<file path="src/sv/sfr_pkg.sv">
package sfr_pkg;

  localparam logic [7:0] HDR_FIRST    = 8'h68;
  localparam logic [7:0] HDR_SECOND   = 8'h96;
  localparam logic [7:0] TYPE_REQUEST = 8'h05;
  localparam logic [7:0] TYPE_STATUS  = 8'h07;
  localparam int unsigned TYPE_ACK_BIT = 7;

  // Total frame lengths in bytes, header included.
  localparam int unsigned LONG_LEN = 7;
  localparam int unsigned ACK_LEN  = 6;

  // Positions of the payload bytes within a frame.
  localparam int unsigned POS_TYPE  = 2;
  localparam int unsigned POS_DATA0 = 4;
  localparam int unsigned POS_DATA1 = 5;

  localparam logic [7:0] TIMEOUT_RESET = 8'd55;

  typedef enum logic {
    CMD_BYTE = 1'b0,
    CMD_TICK = 1'b1
  } command_e;

  typedef enum logic [2:0] {
    OUT_REQ_OK  = 3'd0,
    OUT_STAT_OK = 3'd1,
    OUT_ACK_OK  = 3'd2,
    OUT_CKS_BAD = 3'd3,
    OUT_FRAMING = 3'd4,
    OUT_TIMEOUT = 3'd5
  } outcome_e;

  typedef enum logic [1:0] {
    REQ_NONE    = 2'd0,
    REQ_DATA    = 2'd1,
    REQ_TIME    = 2'd2,
    REQ_MACHINE = 2'd3
  } request_e;

  typedef struct packed {
    outcome_e   outcome;
    logic [7:0] frame_type;
    request_e   request_code;
    logic [7:0] disk_state;
    logic [7:0] link_state;
  } result_t;

  // Handshake between the frame decoder and the result queue.
  typedef struct packed {
    logic    push;
    result_t data;
  } res_push_t;

endpackage

</file>
<file path="src/sv/sfr_if.sv">
interface sfr_in_if;
  logic       valid;
  logic       ready;
  logic       command;
  logic [7:0] rx_byte;

  modport source (output valid, output command, output rx_byte, input ready);
  modport sink   (input valid, input command, input rx_byte, output ready);
endinterface

interface sfr_out_if;
  logic       valid;
  logic       ready;
  logic [2:0] outcome;
  logic [7:0] frame_type;
  logic [1:0] request_code;
  logic [7:0] disk_state;
  logic [7:0] link_state;

  modport source (output valid, output outcome, output frame_type, output request_code,
                  output disk_state, output link_state, input ready);
  modport sink   (input valid, input outcome, input frame_type, input request_code,
                  input disk_state, input link_state, output ready);
endinterface

</file>
<file path="src/sv/sfr_core.sv">
module sfr_core #(
  parameter int unsigned MAX_FRAME_BYTES = 7
) (
  input  logic                clk_i,
  input  logic                rst_ni,
  input  logic                in_valid_i,
  output logic                in_ready_o,
  input  logic                command_i,
  input  logic [7:0]          rx_byte_i,
  input  logic [7:0]          timeout_i,
  input  logic                room_i,
  output sfr_pkg::res_push_t  push_o
);

  localparam int unsigned IDX_W = $clog2(MAX_FRAME_BYTES);
  localparam logic [IDX_W-1:0] IDX_ONE   = IDX_W'(1);
  localparam logic [IDX_W-1:0] IDX_TYPE  = IDX_W'(sfr_pkg::POS_TYPE);
  localparam logic [IDX_W-1:0] IDX_DATA0 = IDX_W'(sfr_pkg::POS_DATA0);
  localparam logic [IDX_W-1:0] IDX_DATA1 = IDX_W'(sfr_pkg::POS_DATA1);
  localparam logic [IDX_W-1:0] IDX_LONG  = IDX_W'(sfr_pkg::LONG_LEN - 1);
  localparam logic [IDX_W-1:0] IDX_ACK   = IDX_W'(sfr_pkg::ACK_LEN - 1);
  localparam logic [IDX_W-1:0] IDX_LAST  = IDX_W'(MAX_FRAME_BYTES - 1);

  // Input register.
  logic       in_valid_q, in_valid_d;
  logic       cmd_q;
  logic [7:0] byte_q;
  logic       accept, fire;

  // Frame state.
  logic             in_frame_q, in_frame_d;
  logic [IDX_W-1:0] idx_q, idx_d;
  logic [7:0]       idle_q, idle_d;
  logic [7:0]       type_q, type_d;
  logic [7:0]       sum_q, sum_d;
  logic [7:0]       data0_q, data0_d;
  logic [7:0]       data1_q, data1_d;
  logic [7:0]       disk_q, disk_d;
  logic [7:0]       link_q, link_d;

  logic       emit;
  logic [7:0] idle_inc;
  logic [7:0] cur_type;
  logic       is_long, is_ack;
  sfr_pkg::outcome_e outcome;
  sfr_pkg::request_e req_code;
  logic [7:0]        res_type;

  assign in_ready_o = !in_valid_q || room_i;
  assign accept     = in_valid_i && in_ready_o;
  assign fire       = in_valid_q && room_i;

  always_comb begin
    in_valid_d = in_valid_q;
    if (accept) begin
      in_valid_d = 1'b1;
    end else if (fire) begin
      in_valid_d = 1'b0;
    end
  end

  assign idle_inc = (idle_q == 8'hFF) ? idle_q : idle_q + 8'd1;
  assign cur_type = (idx_q == IDX_TYPE) ? byte_q : type_q;
  assign is_long  = (cur_type == sfr_pkg::TYPE_REQUEST) || (cur_type == sfr_pkg::TYPE_STATUS);
  assign is_ack   = cur_type[sfr_pkg::TYPE_ACK_BIT];

  always_comb begin
    in_frame_d = in_frame_q;
    idx_d      = idx_q;
    idle_d     = idle_q;
    type_d     = type_q;
    sum_d      = sum_q;
    data0_d    = data0_q;
    data1_d    = data1_q;
    disk_d     = disk_q;
    link_d     = link_q;
    emit       = 1'b0;
    outcome    = sfr_pkg::OUT_FRAMING;
    req_code   = sfr_pkg::REQ_NONE;
    res_type   = 8'h00;

    if (fire) begin
      if (cmd_q == sfr_pkg::CMD_TICK) begin
        if (in_frame_q) begin
          idle_d = idle_inc;
          if (idle_inc >= timeout_i) begin
            emit     = 1'b1;
            outcome  = sfr_pkg::OUT_TIMEOUT;
            res_type = (idx_q > IDX_TYPE) ? type_q : 8'h00;
          end
        end
      end else begin
        idle_d = 8'h00;
        if (!in_frame_q) begin
          if (byte_q == sfr_pkg::HDR_FIRST) begin
            in_frame_d = 1'b1;
            idx_d      = IDX_ONE;
            sum_d      = 8'h00;
          end
        end else if (idx_q == IDX_ONE) begin
          if (byte_q != sfr_pkg::HDR_SECOND) begin
            emit = 1'b1;
          end else begin
            idx_d = idx_q + IDX_ONE;
          end
        end else begin
          res_type = cur_type;
          if (is_long && idx_q >= IDX_LONG) begin
            emit = 1'b1;
            if (sum_q != byte_q) begin
              outcome = sfr_pkg::OUT_CKS_BAD;
            end else if (cur_type == sfr_pkg::TYPE_REQUEST) begin
              outcome  = sfr_pkg::OUT_REQ_OK;
              req_code = (data0_q[7:2] == 6'd0) ? sfr_pkg::request_e'(data0_q[1:0])
                                                : sfr_pkg::REQ_NONE;
            end else begin
              outcome = sfr_pkg::OUT_STAT_OK;
              disk_d  = data0_q;
              link_d  = data1_q;
            end
          end else if (is_ack && idx_q >= IDX_ACK) begin
            emit    = 1'b1;
            outcome = (sum_q != byte_q) ? sfr_pkg::OUT_CKS_BAD : sfr_pkg::OUT_ACK_OK;
          end else if (idx_q >= IDX_LAST) begin
            emit = 1'b1;
          end else begin
            idx_d  = idx_q + IDX_ONE;
            type_d = cur_type;
            sum_d  = sum_q + byte_q;
            if (idx_q == IDX_DATA0) begin
              data0_d = byte_q;
            end
            if (idx_q == IDX_DATA1) begin
              data1_d = byte_q;
            end
          end
        end
      end
      if (emit) begin
        in_frame_d = 1'b0;
        idx_d      = '0;
        idle_d     = 8'h00;
      end
    end
  end

  always_ff @(posedge clk_i or negedge rst_ni) begin
    if (!rst_ni) begin
      in_valid_q <= 1'b0;
      in_frame_q <= 1'b0;
      idx_q      <= '0;
      idle_q     <= 8'h00;
      disk_q     <= 8'h00;
      link_q     <= 8'h00;
    end else begin
      in_valid_q <= in_valid_d;
      in_frame_q <= in_frame_d;
      idx_q      <= idx_d;
      idle_q     <= idle_d;
      disk_q     <= disk_d;
      link_q     <= link_d;
    end
  end

  always_ff @(posedge clk_i) begin
    if (accept) begin
      cmd_q  <= command_i;
      byte_q <= rx_byte_i;
    end
    type_q  <= type_d;
    sum_q   <= sum_d;
    data0_q <= data0_d;
    data1_q <= data1_d;
  end

  assign push_o.push              = emit;
  assign push_o.data.outcome      = outcome;
  assign push_o.data.frame_type   = res_type;
  assign push_o.data.request_code = req_code;
  assign push_o.data.disk_state   = disk_d;
  assign push_o.data.link_state   = link_d;

endmodule

</file>
<file path="src/sv/sfr_res_queue.sv">
module sfr_res_queue (
  input  logic               clk_i,
  input  logic               rst_ni,
  input  sfr_pkg::res_push_t push_i,
  output logic               room_o,
  output logic               valid_o,
  input  logic               ready_i,
  output sfr_pkg::result_t   data_o
);

  // Two-entry queue: one result may wait while the next one is produced.
  sfr_pkg::result_t mem_q [2];
  logic       wr_ptr_q, rd_ptr_q;
  logic [1:0] cnt_q, cnt_d;
  logic       pop;

  assign room_o  = (cnt_q != 2'd2);
  assign valid_o = (cnt_q != 2'd0);
  assign pop     = valid_o && ready_i;
  assign data_o  = mem_q[rd_ptr_q];

  always_comb begin
    cnt_d = cnt_q;
    if (push_i.push && !pop) begin
      cnt_d = cnt_q + 2'd1;
    end else if (!push_i.push && pop) begin
      cnt_d = cnt_q - 2'd1;
    end
  end

  always_ff @(posedge clk_i or negedge rst_ni) begin
    if (!rst_ni) begin
      wr_ptr_q <= 1'b0;
      rd_ptr_q <= 1'b0;
      cnt_q    <= 2'd0;
    end else begin
      cnt_q <= cnt_d;
      if (push_i.push) begin
        wr_ptr_q <= !wr_ptr_q;
      end
      if (pop) begin
        rd_ptr_q <= !rd_ptr_q;
      end
    end
  end

  always_ff @(posedge clk_i) begin
    if (push_i.push) begin
      mem_q[wr_ptr_q] <= push_i.data;
    end
  end

endmodule

</file>
<file path="src/sv/serial_frame_receiver_unit.sv">
// Serial frame receiver. Each input beat carries either one received serial
// byte or one millisecond tick; the block hunts for the header 0x68, checks the
// second byte 0x96, and assembles request, status and acknowledgement frames,
// producing at most one result beat when a frame ends (good frame, bad
// checksum, framing error or idle timeout). An input beat is taken in every
// cycle as long as the two-entry result queue has a free slot, so a result can
// wait on the output while the next beats are accepted. A beat is decoded
// while it sits in the input register and the queue has a free slot, and its
// result is written into the queue at the edge that ends its decode; the queue
// count is registered, so the result appears on the output after that edge.
// The rate is one beat per cycle while the queue has room; the decode step
// keeps a running checksum instead of summing the stored bytes. The idle
// timeout register may only be written while no beat is in flight.

module serial_frame_receiver_unit #(
  parameter int unsigned MAX_FRAME_BYTES = 7
) (
  input  logic        clk_i,
  input  logic        rst_ni,
  input  logic        cfg_we_i,
  input  logic [7:0]  cfg_wdata_i,
  sfr_in_if.sink      rx_i,
  sfr_out_if.source   res_o
);

  logic [7:0] timeout_q;

  // The timeout register is the only configuration state.
  always_ff @(posedge clk_i or negedge rst_ni) begin
    if (!rst_ni) begin
      timeout_q <= sfr_pkg::TIMEOUT_RESET;
    end else if (cfg_we_i) begin
      timeout_q <= cfg_wdata_i;
    end
  end

  sfr_pkg::res_push_t push;
  sfr_pkg::result_t   head;
  logic               room;

  // Frame decoder: input register, then the frame step.
  sfr_core #(
    .MAX_FRAME_BYTES(MAX_FRAME_BYTES)
  ) u_core (
    .clk_i     (clk_i),
    .rst_ni    (rst_ni),
    .in_valid_i(rx_i.valid),
    .in_ready_o(rx_i.ready),
    .command_i (rx_i.command),
    .rx_byte_i (rx_i.rx_byte),
    .timeout_i (timeout_q),
    .room_i    (room),
    .push_o    (push)
  );

  // Result queue: decouples the decoder from stalls on the output side.
  sfr_res_queue u_queue (
    .clk_i  (clk_i),
    .rst_ni (rst_ni),
    .push_i (push),
    .room_o (room),
    .valid_o(res_o.valid),
    .ready_i(res_o.ready),
    .data_o (head)
  );

  assign res_o.outcome      = head.outcome;
  assign res_o.frame_type   = head.frame_type;
  assign res_o.request_code = head.request_code;
  assign res_o.disk_state   = head.disk_state;
  assign res_o.link_state   = head.link_state;

endmodule
</file>
<file path="src/flat_wrapper.sv">
// flat-port wrapper written by rule: the top's interface ports become plain ports
module serial_frame_receiver_unit_flat 
#(
  parameter int unsigned MAX_FRAME_BYTES = 7
)
  (clk_i, rst_ni, cfg_we_i, cfg_wdata_i, rx_i_valid, rx_i_command, rx_i_rx_byte, rx_i_ready, res_o_valid, res_o_outcome, res_o_frame_type, res_o_request_code, res_o_disk_state, res_o_link_state, res_o_ready);
  sfr_in_if rx_i_i ();
  sfr_out_if res_o_i ();
  input  logic clk_i;
  input  logic rst_ni;
  input  logic cfg_we_i;
  input  logic [7:0] cfg_wdata_i;
  input wire logic [$bits(rx_i_i.valid)-1:0] rx_i_valid;
  input wire logic [$bits(rx_i_i.command)-1:0] rx_i_command;
  input wire logic [$bits(rx_i_i.rx_byte)-1:0] rx_i_rx_byte;
  output wire logic [$bits(rx_i_i.ready)-1:0] rx_i_ready;
  output wire logic [$bits(res_o_i.valid)-1:0] res_o_valid;
  output wire logic [$bits(res_o_i.outcome)-1:0] res_o_outcome;
  output wire logic [$bits(res_o_i.frame_type)-1:0] res_o_frame_type;
  output wire logic [$bits(res_o_i.request_code)-1:0] res_o_request_code;
  output wire logic [$bits(res_o_i.disk_state)-1:0] res_o_disk_state;
  output wire logic [$bits(res_o_i.link_state)-1:0] res_o_link_state;
  input wire logic [$bits(res_o_i.ready)-1:0] res_o_ready;
  assign rx_i_i.valid = rx_i_valid;
  assign rx_i_i.command = rx_i_command;
  assign rx_i_i.rx_byte = rx_i_rx_byte;
  assign rx_i_ready = rx_i_i.ready;
  assign res_o_valid = res_o_i.valid;
  assign res_o_outcome = res_o_i.outcome;
  assign res_o_frame_type = res_o_i.frame_type;
  assign res_o_request_code = res_o_i.request_code;
  assign res_o_disk_state = res_o_i.disk_state;
  assign res_o_link_state = res_o_i.link_state;
  assign res_o_i.ready = res_o_ready;
  serial_frame_receiver_unit #(.MAX_FRAME_BYTES(MAX_FRAME_BYTES)) u_core (.clk_i(clk_i), .rst_ni(rst_ni), .cfg_we_i(cfg_we_i), .cfg_wdata_i(cfg_wdata_i), .rx_i(rx_i_i), .res_o(res_o_i));
endmodule
</file>
<file path="config.mk">
export PLATFORM = sky130hd
export DESIGN_NAME = serial_frame_receiver_unit_flat
export DESIGN_NICKNAME = d
export VERILOG_FILES = /design/src/sv/sfr_pkg.sv /design/src/sv/sfr_if.sv /design/src/sv/sfr_core.sv /design/src/sv/sfr_res_queue.sv /design/src/sv/serial_frame_receiver_unit.sv /design/src/flat_wrapper.sv
export SDC_FILE = /design/constraint.sdc
export NUM_CORES = 1
export LEC_CHECK = 0
export BUFFER_PORTS_ARGS = -buffer_cell sky130_fd_sc_hd__buf_2
export CAP_MARGIN = 20
export CORE_MARGIN = 2
export CORE_UTILIZATION = 55
export CTS_CLUSTER_SIZE = 24
export DETAILED_ROUTE_END_ITERATION = 10
export PLACE_DENSITY = 0.81
export SYNTH_ARGS = -nofsm -noshare
export SYNTH_HDL_FRONTEND = slang
export SYNTH_HIERARCHICAL = 1
export SYNTH_SLANG_ARGS = --single-unit
</file>
<file path="constraint.sdc">
create_clock -name clk_i -period 7 [get_ports clk_i]
set_input_delay 1.4 -clock clk_i [delete_from_list [all_inputs] [get_ports clk_i]]
set_output_delay 1.4 -clock clk_i [all_outputs]
set_load 0.05 [all_outputs]
</file>
Word level (Yosys, flattened, before mapping):

Memory sizes are Yosys's and may differ from the RTL's.
Index checks and enable logic that the tools add are counted.

* output and inout port bits: 31
* bits in latches: 0
* input port bits: 22
* register bits: 82
* memories kept: 1
* memory bits (writable): 58
* memory bits (read-only): 0
* logic and storage cells: 160

Memory list
* u_core.u_queue.mem_q: depth 2, bits a word 29, read ports 1, clocked after memory_dff 0, wr ports 1, RTL line sfr_res_queue.sv:12 `sfr_pkg::result_t mem_q [2];`

* reductions and logical operators: 27
* $add $sub $neg: 5
* $mul: 0
* bitwise gates (word level): 5
* equality and inequality tests: 21
* $lt $le $gt $ge: 4
* shifts and indexed selects: 0
* mux-type cells: 81
* divide/modulo/power cells: 0

Operator list (number)
* 8-bit 2-to-1 mux: 32
* 3-bit 2-to-1 mux: 15
* 1-bit 2-to-1 mux: 23
* 2-bit 2-to-1 mux: 11
* 7-bit AND reduction: 3
* 8-bit by 3-bit equality test with 1-bit output (second input constant): 2
* 4-bit by 3-bit inequality test with 1-bit output (second input constant): 4
* 8-bit AND reduction: 2
* 2-bit inequality test (second input constant): 5
* 8-bit by 1-bit adder with 8-bit output (second input constant): 1
* 8-bit adder: 1
* 8-bit by 7-bit equality test with 1-bit output (second input constant): 1
* 8-bit equality test (second input constant): 1
* 8-bit >= comparator: 1
* 8-bit inequality test: 1
* 8-bit inequality test (second input constant): 1
* 2-bit nonzero test: 4
* 1-bit logical AND: 7
* 3-bit equality test (second input constant): 2
* 3-bit >= comparator (second input constant): 2
* 6-bit zero test: 1
* 1-bit zero test: 5
* 1-bit inverter: 5
* 2-bit AND reduction: 2
* other kinds (10): 11

Logic depth before layout (Yosys ltp):

* word-level depth: 15
* gate-level depth with buffers: 16
* depth with buffers taken out: 15

Cells and area by module:

Netlist, hierarchy kept.

Modules (own cells, without submodules)
* sfr_core: cells an instance 331, area each 3827.4 um^2, times used 1
* sfr_res_queue: cells an instance 106, area each 2301.0 um^2, times used 1
* serial_frame_receiver_unit: cells an instance 17, area each 337.8 um^2, times used 1

Worst setup path after synthesis:

OpenSTA, ideal clock, no wires.

* path kind: register -> register
* start point: reg u_core.u_core.idle_q[0]
* end point: mem u_core/u_queue/mem_q[0][0] in the netlist's numbering (enable)
* path buffers: 1
* setup time: 0.418 ns
* required time: 6.582 ns
* arrival: 3.837 ns
* slack: 2.744 ns
* cell stages (with the launch flop): 14
* path through: dfrtp_1 -> ha_1 -> nand3_1 -> o21bai_1 -> nor2_1 -> xor2_1 -> ha_1 -> and3_1 -> and3_1 -> a21o_1 -> nand2_1 -> nor2_1 -> buf_4 -> nor2b_1

* cells in the longest elaborated chain, start to end: 10

Ends and longest elaborated chain
* start, declared: RTL line sfr_core.sv:33 `logic [7:0] idle_q, idle_d;`
* start signal, assigned: RTL line sfr_core.sv:159 `idle_q <= idle_d;`
* 8-bit by 1-bit adder with 8-bit output / 8-bit equality test (equally long branches): RTL line sfr_core.sv:62 `assign idle_inc = (idle_q == 8'hFF) ? idle_q : idle_q + 8'd1;`
* 8-bit 2-to-1 mux (*): RTL line sfr_core.sv:62
* 8-bit >= comparator (*): RTL line sfr_core.sv:86 `if (idle_inc >= timeout_i) begin`
* 1-bit 2-to-1 mux (*): RTL line sfr_core.sv:86
* 1-bit 2-to-1 mux (*): RTL line sfr_core.sv:84 `if (in_frame_q) begin`
* 1-bit 2-to-1 mux (*): RTL line sfr_core.sv:83 `if (cmd_q == sfr_pkg::CMD_TICK) begin`
* 1-bit 2-to-1 mux (*) (2 in series): RTL line sfr_core.sv:82 `if (fire) begin`
* net u_core.u_core.emit: RTL line sfr_core.sv:41 `logic emit;`
* 1-bit 2-to-1 mux (*): RTL line sfr_res_queue.sv:48 `if (push_i.push) begin`
* 1-bit 2-to-1 mux (not written as such) (*): RTL line sfr_res_queue.sv:49 `mem_q[wr_ptr_q] <= push_i.data;`
* end, declared: RTL line sfr_res_queue.sv:12

Mark *: on every way through the listed nets, which the timed path passes. The rest lies on a longest branch. The select of a mux whose other input is x is not followed.

==> impl_metrics.yaml <==
run_status:
  outcome: "complete, no violations"
min_path:
  hold_path.class: "flop to flop"
  min_to: "u_core/u_core/link_q[0]"
  hp-start: "u_core/u_core/data1_q[0]"
  hold_path_depth: 1
pwr:
  power_mw: 2.896
  p_leak_nw: 2.982
  powerDensity_mw_per_mm2: 387.8
  ir_drop_mv: 0.2765
timing:
  setup_viol: 0
  fin_skew_ns: 0.006681
  worst_pin_slew_ns: 0.9392
  fin_ws_ns: 3.198
  rsz0062_at_grt: "false"
  relSlewSlack: 0.3739
  drv_slew: 0
  holdWs_ns: 0.5022
  fmax_ghz: 0.2630
  final_hold_viol_count: 0
  finalCritPeriodShare: 0.5432
  period_needed_ns: 3.802
  setup_tns_ns: 0
grt:
  grt_first_pass_wirelength_mm: 19.87
  grt_remaining_overflow: 0
  track_usage: 0.2039
  grt_pass1_vias: 3912
  antenna_found_initial: 0
  grt_max_degree: 42
detailed_routing:
  first_iter_violations: 301
  post-route-drc-count: 0
  drt.antenna.violating_nets: 0
  first_pass_iters: 5
  vias_per_cell: 5.775
  routed_wl_mm: 12.14
  via_count: 3898
  wire_per_inst_um: 17.98
clocking:
  cts_hold_buf: 0
  cts_buffers: 17
  clockBufferDepth: 2
  clock-root-buffer: "clkbuf_16"
  cts_resized: 0
  cts.sinks: 140
  cts_tree: "built"
  postCtsSetupRepairBufs: 0
  htree_levels: 4
  clock_latency_ns: 0.42
  path_clk_slew_ns: 0.06
floorplanning:
  dieHeight_um: 112.4
  die-area_mm2: 0.01264
  ioPinCount: 53
  row_count: 39
  coreArea_mm2: 0.01147
  die_width_um: 112.4
  start_util: 0.5639
yosys:
  async_flop_share: 0.2929
  syn_area_mm2: 0.006466
  netlist_top_cells_area: "edfxtp_1 46%, dfrtp_1 14%, mux2_2 7.7%, mux2_4 4.2%, ha_1 4.1%"
  yosys.area.top_type: "edfxtp_1"
  synth_edf_count: 99
  synth_cell_types: 62
  ys_ff_latch: 140
  yosysWarnings: 6
  synthCells: 454
  synth_nets: 498
  ys.flop_type: "edfxtp_1"
  syn_area_per_cell_um2: 14.24
  seq_area_frac_synth: 0.6194
  synth_top_cell_area_share: 0.4598
  yosysMostFrequentCell: "edfxtp_1"
  synth_common_cells: "99 x edfxtp_1, 44 x mux2_2, 36 x dfrtp_1, 31 x nor2_1"
placement:
  hpwlAfterDp_mm: 8.075
  post_dp_cell_area_mm2: 0.006843
  pre_cts_slack_ns: 3.245
  place_congestion: 0.9008
  port_buffers: 52
  placed_cells: 640
worst_setup_path:
  r2r-end: "u_core/u_queue/mem_q[0][0]"
  r2r_start: "u_core/u_core/idle_q[0]"
  worstSetupEndpointType: "flop"
  r2r_cells: 13
  critPathMaxFanout: 29
  crit_path_top_delay_cell: "dfrtp_1"
  worst_ep_required_time_ns: 7.07
  worstPathArrival_ns: 3.87
  cpPeakStageDelay_ns: 0.42
  worstPathCellList: "ha_1 -> nand3_1 -> o21bai_1 -> nor2_1 -> xor2_1 -> ha_1 -> and3_1 -> and3_1 -> a21o_1 -> nand2_1 -> nor2_1 -> nor2b_2 -> buf_4"
  regToRegSetupSlack_ns: 3.20
  start_kind: "flop"
  timing.setup.critical_path_class: "flop to flop"
final_layout:
  antenna_cells: 0
  fin_cells: 675
  nNetsFinal: 563
  drive_gt1_frac: 0.3177
  syn2layout_area_growth_pct: 15.48
  final_area_mm2: 0.007467
  final_util: 0.6512
  num-fill-cells: 823
flow_run:
  max_cap_viol_count: 0
[worst max path at each step]
| stage | startpoint | endpoint | cells past startpoint |
|---|---|---|---|
| floorplan | u_core/u_core/idle_q[0] | u_core/u_queue/mem_q[0][0] | 13 |
| global placement | u_core/u_core/idle_q[0] | u_core/u_queue/mem_q[0][12] | 13 |
| detailed placement | u_core/u_core/idle_q[0] | u_core/u_queue/mem_q[0][11] | 13 |
| CTS | u_core/u_core/idle_q[0] | u_core/u_queue/mem_q[0][14] | 13 |
| global route | u_core/u_core/idle_q[0] | u_core/u_queue/mem_q[0][19] | 13 |
| finish | u_core/u_core/idle_q[0] | u_core/u_queue/mem_q[0][0] | 13 |
[cell usage in the layout (no fill, tap or decap), drive strengths merged, types with 15 or more instances in the layout]
master and count:
nand2 16, o21ai 15, buf 57, inv 23, clkbuf 25, dfrtp 36, nor2 31, edfxtp 99
mux2 62, ha 21
[flip-flops by register name, summed over array words and instances (netlist names)]
register	cells
u_core/u_queue/mem_q	58
u_core/timeout_q	8
u_core/u_core/byte_q	8
u_core/u_core/data0_q	8
u_core/u_core/data1_q	8
u_core/u_core/disk_q	8
u_core/u_core/idle_q	8
u_core/u_core/link_q	8
u_core/u_core/sum_q	8
u_core/u_core/type_q	8
u_core/u_core/idx_q	3
u_core/u_queue/cnt_q	2
u_core/u_core/cmd_q	1
u_core/u_core/in_frame_q	1
u_core/u_core/in_valid_q	1
u_core/u_queue/rd_ptr_q	1
u_core/u_queue/wr_ptr_q	1
[kinds of logic (layout without fill, tap and decap cells)]
kind of cell    Yosys count  after routing  share of synthesized area
fa+ha+maj                22             22                    0.04373
xor+xnor                 12             12                    0.01625
flops                   140            140                     0.6194
simple gates            114            114                    0.09849
buf+inv                  35            113                    0.02748
mux                      62             62                     0.1184
compound gates           69             69                    0.07624
[power breakdown]
group	internal, mW	leakage, nW	switching, mW
clock network	0.537	0.281	0.330
logic	0.322	1.27	0.586
registers	1.02	1.43	0.0989
[critical path, delay by kind of cell, from the launching register on]
kind,cells,cell delay (ns)
and+or+nand+nor,7,1.40
AOI/OAI and AO/OA,2,0.56
adders and majority gates,2,0.53
DFF,1,0.42
buffers and inverters,1,0.38
xor gates and xnor gates,1,0.16
[metal layers]
layer | vias up | track usage | wire (µm)
li1 | 1834 | - | -
met1 | 1925 | 0.2625 | 5306
met2 | 117 | 0.3353 | 6070
met3 | 22 | 0.05022 | 536
met4 | 0 | 0.08211 | 225
met5 | - | 0 | 0
[layout make-up]
class	instances	area [µm²]	share of cell area
Clock buffer	23	499.2	0.06686
Multi-Input combinational cell	279	2286	0.3061
Clock inverter	9	85.08	0.01139
Timing Repair Buffer	59	330.3	0.04424
Tap cell	143	178.9	0.02396
Inverter	22	82.58	0.01106
Sequential cell	140	4005	0.5364
(Power assumes the default switching activity.)
